[src/design/htdi_pkg.sv]
// Package for the hourly table date interpolator: payload structs, codes,
// controller states and the command/status structs between ctrl and datapath.
package htdi_pkg;

  localparam int TableDepth = 16384;
  localparam int IdxW       = $clog2(TableDepth);
  localparam int CntW       = IdxW + 1;

  typedef enum logic [1:0] {
    REQ_LOAD   = 2'd0,
    REQ_QUERY  = 2'd1,
    REQ_INTERP = 2'd2,
    REQ_NONE   = 2'd3
  } req_e;

  typedef enum logic [2:0] {
    ST_OK       = 3'd0,
    ST_EMPTY    = 3'd1,
    ST_NOTFOUND = 3'd2,
    ST_RANGE    = 3'd3,
    ST_FULL     = 3'd4
  } status_e;

  typedef struct packed {
    logic [1:0]  req_type;
    logic [3:0]  rec_month;
    logic [4:0]  rec_day;
    logic [12:0] rec_hour;
    logic [14:0] beam_irradiance;
    logic [14:0] sky_irradiance;
    logic [13:0] entry_index;
    logic [16:0] blend_fraction;
  } in_word_t;

  typedef struct packed {
    logic [2:0]  status;
    logic [3:0]  out_month;
    logic [4:0]  out_day;
    logic [12:0] out_hour;
    logic [14:0] out_beam;
    logic [14:0] out_sky;
  } out_word_t;

  typedef struct packed {
    logic [3:0]  month;
    logic [4:0]  day;
    logic [12:0] hour;
    logic [14:0] beam;
    logic [14:0] sky;
  } rec_t;

  typedef enum logic [3:0] {
    S_IDLE, S_RD_A, S_WAIT_A, S_RD_B, S_WAIT_B, S_CHECK,
    S_DIV, S_BLEND, S_MUL, S_DONE
  } state_e;

  // controller -> datapath
  typedef struct packed {
    logic capture;   // latch request
    logic load;      // write record, bump count
    logic rd_a;      // read entry at cursor
    logic rd_b;      // read entry after cursor
    logic take_a;    // latch read data as first entry
    logic take_b;    // latch read data as second entry
    logic step;      // advance cursor
    logic div_start;
    logic frac_req;  // fraction from request
    logic mul;       // run blend multiplies
    logic [2:0] err; // status for error result
    logic emit_err;
    logic emit_ok;
  } cmd_t;

  // datapath -> controller
  typedef struct packed {
    logic full;
    logic empty;
    logic idx_bad;
    logic hit;       // first entry on queried date, pair brackets queried hour
    logic last;      // cursor at last loaded entry
    logic div_done;
  } sts_t;

endpackage

[src/design/htdi_ctrl.sv]
// Controller FSM sequencing load, query scan and interpolate.
// Depends on htdi_pkg.
module htdi_ctrl
  import htdi_pkg::*;
(
  input  logic     clk_i,
  input  logic     rst_ni,
  input  logic     start_i,
  input  logic [1:0] req_type_i,
  input  sts_t     sts_i,
  output cmd_t     cmd_o,
  output logic     busy_o
);
  state_e state_q, state_d;
  req_e   req_q;

  always_ff @(posedge clk_i or negedge rst_ni) begin
    if (!rst_ni) begin
      state_q <= S_IDLE; req_q <= REQ_NONE;
    end else begin
      state_q <= state_d;
      if (start_i && state_q == S_IDLE) req_q <= req_e'(req_type_i);
    end
  end

  always_comb begin
    state_d = state_q;
    cmd_o   = '0;
    case (state_q)
      S_IDLE: if (start_i) begin
        cmd_o.capture = 1'b1; state_d = S_CHECK;
      end
      S_CHECK: begin
        case (req_q)
          REQ_LOAD: begin
            if (sts_i.full) begin cmd_o.emit_err = 1'b1; cmd_o.err = ST_FULL; end
            else begin cmd_o.load = 1'b1; cmd_o.emit_err = 1'b1; cmd_o.err = ST_OK; end
            state_d = S_DONE;
          end
          REQ_QUERY, REQ_INTERP: begin
            if (sts_i.empty) begin
              cmd_o.emit_err = 1'b1; cmd_o.err = ST_EMPTY; state_d = S_DONE;
            end else if (req_q == REQ_INTERP && sts_i.idx_bad) begin
              cmd_o.emit_err = 1'b1; cmd_o.err = ST_RANGE; state_d = S_DONE;
            end else begin
              cmd_o.rd_a = 1'b1; state_d = S_RD_A;
            end
          end
          default: begin
            cmd_o.emit_err = 1'b1; cmd_o.err = ST_OK; state_d = S_DONE;
          end
        endcase
      end
      // read data holds the entry at the cursor here: read in S_CHECK on the
      // first pass, the previous second entry after a step
      S_RD_A: begin
        cmd_o.take_a = 1'b1; cmd_o.rd_b = 1'b1; state_d = S_WAIT_A;
      end
      S_WAIT_A: begin cmd_o.take_b = 1'b1; state_d = S_RD_B; end
      S_RD_B: state_d = S_WAIT_B;
      S_WAIT_B: begin
        if (req_q == REQ_INTERP) begin
          cmd_o.frac_req = 1'b1; state_d = S_BLEND;
        end else if (sts_i.hit) begin
          cmd_o.div_start = 1'b1; state_d = S_DIV;
        end else if (sts_i.last) begin
          cmd_o.emit_err = 1'b1; cmd_o.err = ST_NOTFOUND; state_d = S_DONE;
        end else begin
          cmd_o.step = 1'b1; state_d = S_RD_A;
        end
      end
      S_DIV: if (sts_i.div_done) state_d = S_BLEND;
      S_BLEND: begin cmd_o.mul = 1'b1; state_d = S_MUL; end
      S_MUL: begin cmd_o.emit_ok = 1'b1; state_d = S_DONE; end
      S_DONE: state_d = S_IDLE;
      default: state_d = S_IDLE;
    endcase
  end

  assign busy_o = state_q != S_IDLE;

  a_one_emit: assert property (@(posedge clk_i) disable iff (!rst_ni)
    !(cmd_o.emit_ok && cmd_o.emit_err)) else $error("double emit");
  a_load_idle: assert property (@(posedge clk_i) disable iff (!rst_ni)
    cmd_o.load |-> !sts_i.full) else $error("load into full table");
  a_done_idle: assert property (@(posedge clk_i) disable iff (!rst_ni)
    state_q == S_DONE |=> state_q == S_IDLE) else $error("done not followed by idle");
endmodule

[config.mk]
export PLATFORM = sky130hd
export DESIGN_NAME = htdi_ctrl
export DESIGN_NICKNAME = d
export VERILOG_FILES = /design/src/design/htdi_pkg.sv /design/src/design/htdi_ctrl.sv
export SDC_FILE = /design/constraint.sdc
export NUM_CORES = 1
export LEC_CHECK = 0
export BUFFER_PORTS_ARGS = -buffer_cell sky130_fd_sc_hd__buf_2
export CORE_MARGIN = 2
export CORE_UTILIZATION = 45
export CTS_BUF_LIST = sky130_fd_sc_hd__clkbuf_8
export CTS_CLUSTER_DIAMETER = 60
export CTS_CLUSTER_SIZE = 16
export DETAILED_ROUTE_END_ITERATION = 8
export GPL_ROUTABILITY_DRIVEN = 1
export PLACE_DENSITY_LB_ADDON = 0.3
export SLEW_MARGIN = 20
export SYNTH_ARGS = -nofsm -noshare
export SYNTH_HDL_FRONTEND = slang
export SYNTH_SLANG_ARGS = --single-unit
[constraint.sdc]
create_clock -name clk_i -period 2.4 [get_ports clk_i]
set_clock_uncertainty 0.2 [all_clocks]
set_input_delay 0.36 -clock clk_i [delete_from_list [all_inputs] [get_ports clk_i]]
set_output_delay 0.36 -clock clk_i [all_outputs]
set_load 0.05 [all_outputs]
== Word level (Yosys, flattened, before mapping) ==
Cells that the tools add are included.

* Output and inout bits: 16
* Logic and storage cells: 56
* Input bits: 11
* Register bits after elaboration: 6

* Equal/unequal tests: 12
* Reductions and logical operators: 7
* Multiplexer cells: 35

{| class="wikitable"
|+ Operator list
! operator !! number
|-
| $mux 4 || 9
|-
| $pmux 4 s9 || 1
|-
| $mux 3 || 6
|-
| $eq 4x3->1 const B || 4
|-
| $pmux 4 s2 || 2
|-
| $mux 1 || 14
|-
| $eq 4x2->1 const B || 2
|-
| $mux 2 || 3
|-
| $eq 4x1->1 const B || 1
|-
| $eq 4x4->1 const B || 1
|-
| $logic_not 4->1 || 1
|-
| $ne 2x2->1 const B || 2
|-
| $reduce_bool 4->1 || 1
|-
| $eq 2x1->1 const B || 1
|-
| $eq 2x2->1 const B || 1
|-
| $logic_and 1x1->1 || 2
|-
| $logic_not 2->1 || 1
|-
| $reduce_and 2->1 || 1
|-
| $reduce_or 2->1 || 1
|}

== Depth between registers and ports, before layout ==
Gate-level depths: netlist of the first run.

* Depth after elaboration: 6
* Gate-level depth with buffers: 6

== Worst setup path before layout of the first run ==
No wires, ideal clock.

* Path type: register to output
* Start: reg state_q[0]
* End: out cmd_o[8] (netlist bit)
* Data required time: 1.840 ns
* Path slack: -0.701 ns
* Cell stages (with the launch flop): 4
* Arrival time: 2.541 ns
* Cell sequence: dfrtp_1 > buf_6 > or4b_4 > nor4_1

{| class="wikitable"
|+ RTL lines
! element !! RTL line !! source
|-
| start: declaration || htdi_ctrl.sv:14 || <nowiki>state_e state_q, state_d;</nowiki>
|-
| start signal: assignment || htdi_ctrl.sv:21 || <nowiki>state_q <= state_d;</nowiki>
|-
| end: declaration || htdi_ctrl.sv:11 || <nowiki>output cmd_t cmd_o,</nowiki>
|}

==> metrics.md, run 1 <==
| Metric | Value |
|---|---|
| DRT Wirelength | `1400 um` |
| Vias per Instance | `5.04` |
| Post-layout worst setup margin | `0.0441 ns` |
| Synthesized area | `598 sq um` |
| H-Tree Depth | `1` |
| Critical path's slowest cell | `dfstp_2` |
| Worst setup startpoint | `req_q[1]` |
| Unrepaired setup endpoints after global routing | `no` |
| Starting DRT DRC Count | `7` |
| Initial antenna violation count | `0` |
| Setup violators final | `0` |
| ANT nets after route | `0` |
| Worst setup EP type | `output pin` |
| Final period utilization | `98.2%` |
| Setup_tns | `0 ns` |
| Detailed placement HPWL | `1120 um` |
| R2R Path Start | `req_q[0]` |
| Io pins | `27` |
| Share of layout cells above drive strength 1 | `53.3%` |
| Pre-CTS setup slack | `0.180 ns` |
| R2R depth | `7` |
| First-pass GRT wire length | `1970 um` |
| Synthesized area per cell | `7.97 sq um` |
| Area Growth Syn to Fin | `48.1%` |
| Initial Utilization | `47.1%` |
| Buf/Inv on CP | `2` |
| F_max | `424 MHz` |
| Number of synthesis warnings | `0` |
| Row cnt | `13` |
| Die footprint | `1640 sq um` |
| Max-cap violations | `0` |
| Largest net degree at the start of global routing | `12` |
| Maximum vdd drop | `0.000741 V` |
| Predominant post-synthesis flop cell | `dfrtp_1` |
| HP Class | `input port to flop` |
| DRC viols | `0` |
| Worst setup endpoint | `cmd_o[3]` |
| Worst Path Required | `1.84 ns` |
| Max FO, Critical Path | `3` |
| CTS tree | `yes` |
| Critical path depth in cells | `5` |
| Finished layout cell area | `886 sq um` |
| Worst skew pair latency | `0.22 ns` |
| Top cells by area, synth | `dfrtp_1 17%, dfstp_2 8.8%, ha_1 6.3%` |
| Post-route total power | `1280 uW` |
| FILL cells | `103` |
| R2r endpoint | `state_q[2]` |
| Chip Height | `40.5 um` |
| Post-synth net total | `89` |
| Slew headroom | `79.9%` |
| Cell Chain, Critical Path | `inv_1 > ha_4 > or3b_4 > o21ai_2 > buf_6` |
| Kind of critical path | `flop to output pin` |
| Cell variety after synth | `34` |
| Async S/R FF share, synth | `100%` |
| Antenna diodes | `0` |
| Status | `finished, final reports clean` |
| Clock root buffer master | `clkbuf_8` |
| Slew Limit Fails | `0` |
| Yosys reg bits | `6` |
| Fin. Hold Viols | `0` |
| Largest stage delay, worst path | `0.53 ns` |
| PortBufs | `26` |
| Core Util, Final | `69.8%` |
| Post-CTS Setup Inserts | `0` |
| WP data arrival | `1.80 ns` |
| Pre-Repair DR Iteration Count | `3` |
| Total global routing overflow | `0` |
| Yosys top cell by area | `dfrtp_1` |
| Sequential share of the synthesized area | `25.5%` |
| Std-Cell Core Area | `1270 sq um` |
| Maximum root-to-sink buffer count | `2` |
| Sink Count | `6` |
| GPL Wtd Cong | `0.805` |
| Die X | `40.5 um` |
| Num CTS Buffers | `3` |
| Post-synth EDFFs | `0` |
| Total Routing Usage GR | `18.7%` |
| Worst-path clk slew | `0.04 ns` |
| DR WL/cell | `11.5 um` |
| Cell count after synthesis | `75` |
| Minimum clock period | `2.36 ns` |
| Pwr Density | `1440 nW/um^2` |
| Top-area cell type share of the netlist area | `16.7%` |
| Vias in the first global route | `498` |
| R2R Setup Slk | `0.61 ns` |
| Vias | `615` |
| # nets final | `122` |
| Worst slew pin tran | `0.299 ns` |
| Leak | `0.000432 uW` |
| CP delay by family, top | `flip-flops` |
| Area post-placement | `801 sq um` |
| Startpoint types | `flop` |
-- metrics by stage --
step / hold slack, ns / instances
2_1_floorplan: -0.136 / 75
3_3_place_gp: -0.0140 / 117
3_5_place_dp: -0.0136 / 117
4_1_cts: 0.173 / 122
5_1_grt: 0.185 / 122
6_report: 0.175 / 122
-- how the worst min path moves through the flow --
stage	from	end	slack, ns	depth (start not counted)
after floorplan	rst_ni	state_q[0]	-0.14	0
after global placement	rst_ni	state_q[3]	-0.01	1
after detailed placement	rst_ni	state_q[3]	-0.01	1
after CTS	sts_i[0]	state_q[2]	0.17	2
after global routing	sts_i[0]	state_q[2]	0.19	2
final	sts_i[0]	state_q[2]	0.18	2
-- cells in the mapped netlist, types with 2 or more instances --
cell type,n
a21oi_1,3
dfstp_2,2
o211ai_1,2
dfrtp_1,4
nor3_1,4
nand3_1,2
inv_1,6
nor3b_1,4
nor2_1,8
nand2_1,6
nand2b_4,2
buf_4,2
nand2b_1,2
ha_1,3
o21ai_0,6
-- area by class of cell --
| class | count | area, sq um | share of cell area (%) |
|---|---|---|---|
| Multi-Input combinational cell | 57 | 447 | 50.4 |
| Timing Repair Buffer | 33 | 196 | 22.2 |
| Sequential cell | 6 | 153 | 17.2 |
| Clock buffer | 3 | 41.3 | 4.66 |
| Inverter | 7 | 26.3 | 2.97 |
| Tap cell | 15 | 18.8 | 2.12 |
| Clock inverter | 1 | 3.75 | 0.424 |
-- flip-flops by register name, summed over array words and instances, names as in the netlist --
signal and cells:
req_q 2, state_q 4
-- worst register-to-register path, cell delays in order, from the launching register on --
cell and delay, ns:
dfstp_2 0.53, inv_2 0.06, ha_1 0.20, buf_4 0.16, nor2_1 0.11, a21oi_1 0.08, o221ai_1 0.20, o32ai_1 0.12
-- layer usage --
metal,GRT usage [%],routed length [um]
met1,22.7,634
met2,31.0,674
met3,1.67,69
met4,12.5,21
met5,0,0
-- cells in the final DEF (no fill, tap or decap), drive strengths merged, types with 2 or more instances in the layout --
master	count
nand2	6
nand2b	4
nor3b	4
nand3	2
dfstp	2
a21oi	3
nor4	2
nor2	8
buf	32
inv	8
o21ai	7
ha	3
dfrtp	4
nor3	5
o211ai	2
clkbuf	3
-- cell families after synthesis --
kind of cell	count (synthesis)	synth area share, %
AO/OA/AOI/OAI	17	17.4
adder cells (fa/ha/maj)	3	6.28
buffers and inverters	12	10.2
flip-flops	6	25.5
AND/OR/NAND/NOR	37	40.6
-- timing repair --
item	CTS	global route
hold buffers	1	0
resized for setup	4	6
setup endpoints to repair	3	3
hold endpoints to repair	6	0
-- report_power, final --
group | switching, uW | leakage (uW) | internal [uW]
Sequential | 40.7 | 0.0000711 | 163
Clock | 44.3 | 0.0000269 | 110
Combinational | 583 | 0.000334 | 335
Total | 668 | 0.000432 | 608
Note: power is estimated with default switching activity, not from simulation.
==> inputs of run 2 (changes only) <==
==> constraint.sdc (replaced) <==
create_clock -name clk_i -period 2.8 [get_ports clk_i]
set_clock_uncertainty 0.2 [all_clocks]
set_input_delay 0.42 -clock clk_i [delete_from_list [all_inputs] [get_ports clk_i]]
set_output_delay 0.42 -clock clk_i [all_outputs]
set_load 0.05 [all_outputs]
==> metrics.md, run 2 (synthesis gave the netlist of run 1 again) <==
| Metric | Value |
|---|---|
| Maximum root-to-sink buffer count | `2` |
| Largest net degree at the start of global routing | `15` |
| Max FO, Critical Path | `14` |
| Worst setup EP type | `output pin` |
| Hold Crit Start | `sts_i[0]` |
| Max reg flops | `4` |
| Largest registers | `state_q (4), req_q (2)` |
| Unrepaired setup endpoints after global routing | `no` |
| Starting DRT DRC Count | `17` |
| Commonest non-fill, non-tap cell in the layout | `buf_2` |
| Status | `finished, final reports clean` |
| Maximum vdd drop | `0.000555 V` |
| Cells after DPL | `111` |
| # nets final | `116` |
| Detailed placement HPWL | `1020 um` |
| Register name with the most flops | `state_q` |
| Total global routing overflow | `0` |
| Slew headroom | `69.2%` |
| R2R Setup Slk | `1.01 ns` |
| Final period utilization | `93.3%` |
| Kind of critical path | `flop to output pin` |
| Worst setup endpoint | `cmd_o[3]` |
| Worst skew pair latency | `0.23 ns` |
| First-pass GRT wire length | `1910 um` |
| Fin. Hold Viols | `0` |
| WP data arrival | `1.99 ns` |
| Minimum clock period | `2.61 ns` |
| R2R depth | `4` |
| Pre-Repair DR Iteration Count | `4` |
| Vias per Instance | `5.40` |
| Initial Utilization | `47.1%` |
| Post-CTS Setup Inserts | `0` |
| Row cnt | `13` |
| Total Routing Usage GR | `18.1%` |
| Max-cap violations | `0` |
| Worst slew pin tran | `0.462 ns` |
| PortBufs | `26` |
| H-Tree Depth | `1` |
| R2R Path Start | `state_q[2]` |
| FILL cells | `121` |
| HP Class | `input port to flop` |
| Area Growth Syn to Fin | `31.2%` |
| Slew Limit Fails | `0` |
| Std-Cell Core Area | `1270 sq um` |
| R2r endpoint | `state_q[3]` |
| Chip Height | `40.5 um` |
| Leak | `0.000393 uW` |
| Vias | `626` |
| Die X | `40.5 um` |
| Worst-path clk slew | `0.04 ns` |
| Pwr Density | `1240 nW/um^2` |
| Setup_tns | `0 ns` |
| CTS resizes | `0` |
| Most frequent cells in the layout | `26 x buf_2, 8 x nor2_1, 7 x inv_1` |
| Antenna diodes | `0` |
| Sink Count | `6` |
| DRT Wirelength | `1300 um` |
| Initial antenna violation count | `0` |
| Die footprint | `1640 sq um` |
| Clock root buffer master | `clkbuf_8` |
| Num CTS Buffers | `3` |
| Setup violators final | `0` |
| Worst setup startpoint | `state_q[2]` |
| DR WL/cell | `11.2 um` |
| Worst Path Required | `2.18 ns` |
| Share of layout cells above drive strength 1 | `40.6%` |
| Post-Layout Cell Count | `116` |
| Startpoint types | `flop` |
| F_max | `383 MHz` |
| GPL Wtd Cong | `0.798` |
| CTS tree | `yes` |
| ANT nets after route | `0` |
| DRC viols | `0` |
| Vias in the first global route | `488` |
| Io pins | `27` |
## run 2: cell count changes in the layout (fill, tap and decap cells not counted), sizes merged
| cell | previous run | this run |
|---|---|---|
| buf | 32 | 26 |
## run 2: where the power goes
part | switching (uW) | internal, uW
registers | 99.4 | 138
logic | 392 | 211
clock network | 38.7 | 94.2
## run 2: area by class of cell
cell class / count / area, sq um / area share (%)
sequential: 6 / 153 / 19.5
tap: 15 / 18.8 / 2.39
multi-input combinational: 57 / 402 / 51.2
clock buffer: 3 / 41.3 / 5.26
inverter: 7 / 26.3 / 3.35
timing repair buffer: 27 / 140 / 17.9
clock inverter: 1 / 3.75 / 0.478
## run 2: worst min path at each step
stage                     slack [ns]  cells after the start    endpoint
after floorplan                -0.08                      0  state_q[0]
after global placement          0.05                      1  state_q[3]
after detailed placement        0.05                      1  state_q[3]
after CTS                       0.21                      2  state_q[2]
after global routing            0.22                      2  state_q[2]
final                           0.21                      2  state_q[2]
## run 2: timing repair
item                       CTS  global route
hold endpoints to repair     4             0
hold buffers                 1             0
setup endpoints to repair    0             0
## run 2: critical path: stages (launching register included)
cell,delay (ns)
dfrtp_1,0.60
and2b_1,0.28
nand2b_4,0.09
or3b_1,0.40
o21ai_1,0.12
buf_2,0.27
## run 2: per-stage QoR
step,hold WS [ns],instance area (sq um),power (uW),worst slack (ns),util [%]
finish,0.212,785,973,0.188,61.8
global route,0.225,785,1050,0.0718,61.8
CTS,0.210,785,982,0.193,61.8
detailed placement,0.0498,729,842,0.435,57.5
global placement,0.0479,729,837,0.464,57.5
floorplan,-0.0756,616,759,0.0273,-
## run 2: per-layer routing
metal / wire length, um / track usage, %
met1: 604 / 24.6
met2: 566 / 25.4
met3: 97 / 3.33
met4: 36 / 12.5
met5: 0 / 0
